File: config.mk
export PLATFORM = sky130hd
export DESIGN_NAME = plti_divider
export DESIGN_NICKNAME = d
export VERILOG_FILES = /design/src/hw/rtl/plti_pkg.sv /design/src/hw/rtl/plti_divider.sv
export SDC_FILE = /design/constraint.sdc
export NUM_CORES = 1
export LEC_CHECK = 0
export BUFFER_PORTS_ARGS = -buffer_cell sky130_fd_sc_hd__buf_2
export CAP_MARGIN = 20
export CORE_UTILIZATION = 45
export CTS_CLUSTER_DIAMETER = 120
export DETAILED_ROUTE_END_ITERATION = 8
export PLACE_DENSITY = 0.66
export SLEW_MARGIN = 15
export SYNTH_ARGS = -nofsm -noshare
export SYNTH_HDL_FRONTEND = slang
export SYNTH_SLANG_ARGS = --single-unit
File: constraint.sdc
create_clock -name clock -period 3.4 [get_ports clock]
set_input_delay 0.17 -clock clock [delete_from_list [all_inputs] [get_ports clock]]
set_output_delay 0.17 -clock clock [all_outputs]
set_load 0.02 [all_outputs]
File: src/hw/rtl/plti_pkg.sv
`timescale 1ns / 1ps
`default_nettype none
// ----------------------------------------------------------------------------
// plti_pkg: shared types and constants
// Table geometry, fixed-point widths, command and status codes for the
// piecewise linear interpolator.
// ----------------------------------------------------------------------------
package plti_pkg;

   localparam int TABLE_DEPTH = 64;
   localparam int IDX_W       = $clog2(TABLE_DEPTH);
   localparam int DATA_W      = 32;
   localparam int FRAC_W      = 16;
   localparam int CNT_W       = 7;
   localparam int SEG_W       = 6;
   localparam int INDEX_W     = 6;
   localparam int STATUS_W    = 2;

   localparam logic CMD_LOAD  = 1'b0;
   localparam logic CMD_QUERY = 1'b1;

   typedef enum logic [STATUS_W-1:0] {
      STATUS_INTERIOR = 2'd0,
      STATUS_BELOW    = 2'd1,
      STATUS_LAST     = 2'd2,
      STATUS_LOAD     = 2'd3
   } status_type;

endpackage
`default_nettype wire

File: src/hw/rtl/plti_divider.sv
`timescale 1ns / 1ps
`default_nettype none
// ----------------------------------------------------------------------------
// plti_divider: fraction divider
// Restoring shift-subtract divider giving floor(2^16 * num / den) for
// num < den, one quotient bit per cycle.
// ----------------------------------------------------------------------------
module plti_divider (
   input  wire logic                            clock,
   input  wire logic                            reset,
   input  wire logic                            start,
   input  wire logic [plti_pkg::DATA_W-1:0]     dividend,
   input  wire logic [plti_pkg::DATA_W-1:0]     divisor,
   output logic                                 done,
   output logic [plti_pkg::FRAC_W-1:0]          quotient
);

   localparam int STEP_W = $clog2(plti_pkg::FRAC_W + 1);

   logic                           run_ff,  run_in;
   logic                           done_ff, done_in;
   logic [STEP_W-1:0]              step_ff, step_in;
   logic [plti_pkg::DATA_W:0]      rem_ff,  rem_in;
   logic [plti_pkg::DATA_W-1:0]    den_ff,  den_in;
   logic [plti_pkg::FRAC_W-1:0]    quo_ff,  quo_in;
   logic [plti_pkg::DATA_W:0]      shifted;
   logic                           fits;

   always_comb begin
      shifted = {rem_ff[plti_pkg::DATA_W-1:0], 1'b0};
      fits    = (shifted >= {1'b0, den_ff});
      run_in  = run_ff;
      done_in = 1'b0;
      step_in = step_ff;
      rem_in  = rem_ff;
      den_in  = den_ff;
      quo_in  = quo_ff;
      if (start) begin
         run_in  = 1'b1;
         step_in = '0;
         rem_in  = {1'b0, dividend};
         den_in  = divisor;
         quo_in  = '0;
      end else if (run_ff) begin
         rem_in  = fits ? (shifted - {1'b0, den_ff}) : shifted;
         quo_in  = {quo_ff[plti_pkg::FRAC_W-2:0], fits};
         step_in = step_ff + STEP_W'(1);
         if (step_ff == STEP_W'(plti_pkg::FRAC_W - 1)) begin
            run_in  = 1'b0;
            done_in = 1'b1;
         end
      end
   end

   always_ff @(posedge clock) begin
      if (reset) begin
         run_ff  <= 1'b0;
         done_ff <= 1'b0;
         step_ff <= '0;
      end else begin
         run_ff  <= run_in;
         done_ff <= done_in;
         step_ff <= step_in;
      end
      rem_ff <= rem_in;
      den_ff <= den_in;
      quo_ff <= quo_in;
   end

   assign done     = done_ff;
   assign quotient = quo_ff;

   // the remainder stays below the divisor between steps
   assert property (@(posedge clock) disable iff (reset)
      run_ff && !$past(start) |-> rem_ff < {1'b0, den_ff})
      else $error("divider remainder not below divisor");

   assert property (@(posedge clock) disable iff (reset)
      done_ff |-> !run_ff)
      else $error("divider done while still running");

   assert property (@(posedge clock) disable iff (reset)
      done_ff |-> $past(run_ff))
      else $error("divider done without a run");

endmodule
`default_nettype wire

# Yosys cells after proc, flatten, opt, wreduce, memory -nomap -nowiden
# Index checks and enable logic that the tools add are counted.
# classes
add_sub_neg	2
n_lt_le_gt_ge	1
n_eq_ne	1
n_mux	7
bitwise_logic	1
n_reduce_logical	3
# ops
operator	count
32-bit 2-to-1 mux	3
33-bit by 32-bit greater-or-equal comparator with 1-bit output	1
32-bit subtractor	1
5-bit by 1-bit adder with 5-bit output, second input constant	1
5-bit by 4-bit == test with 1-bit output, second input constant	1
1-bit 2-to-1 mux	4
3-bit OR reduction	1
2-bit nonzero test	1
2-bit OR reduction	1
1-bit inverter	1
# totals
ff_bits	87
input_bits	67
out_inout_bits	17
wordCells	21

# Depth between registers and ports, before layout
# logic_depth
word_depth	4
ltp_mapped	13
ltp_nobuf	11

# Worst setup path after synthesis
# No wires, ideal clock.
# synth_timing
kind	reg2reg
from	register rem_ff[26] in the netlist's numbering
to	register rem_ff[10] in the netlist's numbering, data pin
setup_time_ns	0.260
arrival_ns	2.685
required_ns	3.140
setup_slack_ns	0.455
path_stages_with_launch	11
path_buffers	2
period_less_slack_ns	2.945
cell_sequence	edfxtp_1 ha_1 clkbuf_1 nand3_1 or3_1 a211oi_2 o211ai_2 o21bai_4 buf_6 mux2_4 mux2_2
# synth_via
elab_chain_cells	4
# synth_lines
element	line_no	text
from (decl)	plti_divider.sv:23	logic [plti_pkg::DATA_W:0] rem_ff, rem_in;
from (signal assigned)	plti_divider.sv:65	rem_ff <= rem_in;
33-bit by 32-bit greater-or-equal comparator with 1-bit output	plti_divider.sv:31	fits = (shifted >= {1'b0, den_ff});
32-bit 2-to-1 mux	plti_divider.sv:45	rem_in = fits ? (shifted - {1'b0, den_ff}) : shifted;
32-bit 2-to-1 mux	plti_divider.sv:44	end else if (run_ff) begin
32-bit 2-to-1 mux	plti_divider.sv:38	if (start) begin
net rem_in, one bit	plti_divider.sv:23	
# The timed path passes the listed nets, and every way through them passes these cells. The select of a mux whose other input is x is not followed.
# A chain may end at the register's enable or synchronous reset.

# Worst setup path after layout
# layout_timing
from	register rem_ff[17] in the netlist's numbering
to	register rem_ff[3] in the netlist's numbering, data pin
# Same word-level chain as after synthesis.

==> qor.yml <==
timing:
  post-route-period-util: 0.9513
  drv_slew: 0
  skew_ns: 0.01091
  setup-tns-final_ns: 0
  rsz0062_at_grt: "false"
  fin_crit_ns: 3.234
  setup_viol_count_final: 0
  slew_headroom: 0.4253
  fin_hold_ws_ns: 0.09392
  timing.fmax_ghz: 0.3092
  worst_slew_pin_slew_ns: 0.8621
  hold_violations: 0
worst_hold_path:
  worstHoldPathCells: 3
  holdCritPathClass: "in2reg"
critical_path:
  rr_worst_depth: 11
  worst_path_largest_cell_delay_ns: 0.42
  crit_path_top_delay_cell: "ha_1"
  critPathBufInv: 1
  critPathMaxFanout: 18
  cp_data_required_time_ns: 3.51
  startpoint_type: "flip-flop"
  cp.arrival_ns: 3.34
  path_delay_family: "compound AO/OA/AOI/OAI gates"
  cp-end-kind: "flip-flop"
  worst-path-stages: 11
  crit_type: "reg2reg"
  path_cells: "ha_1 -> a21oi_1 -> o21ai_1 -> a21oi_1 -> o31ai_1 -> a41o_1 -> o211ai_2 -> o21bai_4 -> buf_12 -> mux2_2 -> mux2_2"
clocking:
  clockBufferDepth: 2
  cts_buffers: 9
  cts_sinks: 87
  clock_latency_ns: 0.36
  cts_tree: "built"
  path_clk_slew_ns: 0.07
  cts-root-buf: "clkbuf_16"
  ctsHtreeMaxLevel: 3
synth:
  ys_async_sr_fraction: 0
  syn-mean-instance-area_um2: 10.60
  syn_nets: 621
  synthFlopType: "edfxtp_1"
  ys_seq_area_frac: 0.4329
  yosys.area_share.adder: 0.08095
  yosys_warnings: 0
  synth.distinct_cells: 62
  synth_xor_area_frac: 0.04616
  synth_area_um2: 5503
  yosys-mux-area-fraction: 0.1439
  syn_inst: 519
  synth_top_family_by_area: "multiplexers"
  yosys.area_share.simple: 0.1069
  ys_ff_latch: 87
  synth_edf_count: 64
  synth_compound_area_frac: 0.1412
grt:
  use_met2: 0.3181
  grt_pass1_vias: 4192
  antenna_found_initial: 0
  grt_pass1_wl_um: 19590
  grtUsageTotal: 0.1964
  grt_max_degree: 53
  grt-ovfl-total: 0
  top_usage_layer: "met2"
  met3_usage: 0.04320
  grt_use_met1: 0.2574
cells_and_area:
  n_antenna_cell: 0
  syn_to_final_growth_pct: 22.17
  drive_above_1_share: 0.2606
  nets: 734
drt:
  drt-initial-drc-count: 246
  ant_nets: 0
  wl_per_cell_um: 14.98
  vias: 4210
  via_per_inst: 5.370
  finalWirelength_um: 11740
  drt_first_pass_iters: 4
  drc_errors: 0
power_and_ir_drop:
  power_switching_mw: 1.804
  p_comb_frac: 0.497
  p_int_mw: 3.177
  power_frac_seq: 0.298
  sw_frac_of_total: 0.3622
  p_leak_nw: 3.005
  irDropWorstVdd_mv: 0.3397
  clkPwrFrac: 0.205
  power-per-cell-area_nw_per_um2: 740.9
place:
  hpwl_um: 8278
  place_congestion: 0.8779
  portBuffers: 83
floorplanning:
  rows: 40
  die_h_um: 112.6
  die_area_um2: 12670
  initial_core_util: 0.4600
  die_w_um: 112.6
  ios: 84
  coreArea_um2: 11960
run_status:
  status: "completed"
flow_run:
  maxCapViolCount: 0
-- Yosys cell counts (all sizes together) (7+ instances only) --
cell type  count  area share
a21o          11       0.015
a21oi         33       0.033
buf            7      0.0084
clkbuf        14      0.0095
dfxtp         23       0.084
edfxtp        64        0.35
ha            34       0.077
inv           44       0.030
mux2          46        0.11
mux2i         21       0.038
nand2         34       0.023
nand4          9       0.010
nor2          46       0.031
o21ai         22       0.020
xnor2         19       0.030
xor2          10       0.016
-- state kept, by name (all words and copies together), names as in the netlist --
| signal | cells |
|---|---|
| step_ff | 5 |
| done | 1 |
| rem_ff | 32 |
| run_ff | 1 |
| den_ff | 32 |
| quotient | 16 |
-- final cells by class --
class,count,area [µm²]
tap,147,183.9
sequential,87,2382
fill,1043,5239
inverter,44,165.2
multi-input combinational,367,2856
clock inverter,7,83.83
timing repair buffer,123,825.8
clock buffer,9,225.2
-- cells in the final DEF (no fill, tap or decap), drive strengths merged, types with 2 or more instances in the layout --
| cell | instances |
|---|---|
| a21oi | 33 |
| a211o | 3 |
| edfxtp | 64 |
| o211ai | 2 |
| nand3 | 5 |
| clkbuf | 9 |
| dlygate4sd3 | 33 |
| nand2 | 34 |
| xnor2 | 19 |
| mux2i | 21 |
| or3 | 3 |
| nand3b | 2 |
| nor3b | 3 |
| o31ai | 4 |
| o21bai | 4 |
| nor2b | 6 |
| inv | 49 |
| dfxtp | 23 |
| o21ai | 22 |
| xor2 | 10 |
| a221o | 3 |
| or2 | 4 |
| ha | 34 |
| o2111ai | 4 |
| nor3 | 5 |
| nand4 | 9 |
| a21o | 11 |
| clkinv | 2 |
| o21a | 5 |
| nor2 | 46 |
| a31o | 3 |
| mux2 | 46 |
| buf | 90 |
| a211oi | 5 |
| and3 | 4 |
-- through the flow --
stage                     std cells  total power [mW]  worst slack (ns)  cell area (µm²)    util
after global routing            784             5.315          0.002308             6723  0.5620
after global placement          734             3.879            0.2807             6076  0.5080
final                           784             4.981            0.1656             6723  0.5620
after CTS                       783             4.997            0.1517             6715  0.5614
after detailed placement        734             3.923            0.1686             6076  0.5080
after floorplan                 519             3.438            0.4550             5503       -
-- per-layer routing --
metal	vias to the layer above	part of all wire
li1	2110	-
met1	1989	0.48
met2	98	0.46
met3	13	0.038
met4	0	0.018
met5	-	0
-- power by group through the flow --
stage	Combinational (mW)	Clock, mW	Sequential [mW]
2_1_floorplan	1.96	0	1.47
3_3_place_gp	2.38	0	1.50
3_5_place_dp	2.42	0	1.50
4_1_cts	2.47	1.04	1.49
5_1_grt	2.72	1.09	1.51
6_report	2.47	1.02	1.48
-- worst paths after layout --
check	startpoint	endpoint	slack, ns
hold / removal	dividend[23]	rem_ff[23]	0.09
setup / recovery	rem_ff[17]	rem_ff[3]	0.17
hold reg to reg	step_ff[4]	step_ff[4]	0.48
setup reg to reg	rem_ff[17]	rem_ff[3]	0.17
-- cell families after synthesis --
group,count (synthesis)
AOI/OAI and AO/OA,110
muxes,67
buffers and inverters,65
and+or+nand+nor,126
adders and majority gates,35
xor gates and xnor gates,29
DFF,87
-- worst reg2reg max path: stages (launching register included) --
cell and delay (ns):
edfxtp_1 0.40, ha_1 0.42, a21oi_1 0.12, o21ai_1 0.17
a21oi_1 0.09, o31ai_1 0.33, a41o_1 0.27, o211ai_2 0.12
o21bai_4 0.24, buf_12 0.20, mux2_2 0.35, mux2_2 0.26
-- what timing repair did --
item,in CTS,in global routing
hold endpoints to repair,33,0
hold buffers,33,0
endpoints found under the setup margin,0,6
gates resized for setup,0,0
buffers inserted,0,1
Power figures use the tool's default switching activity.
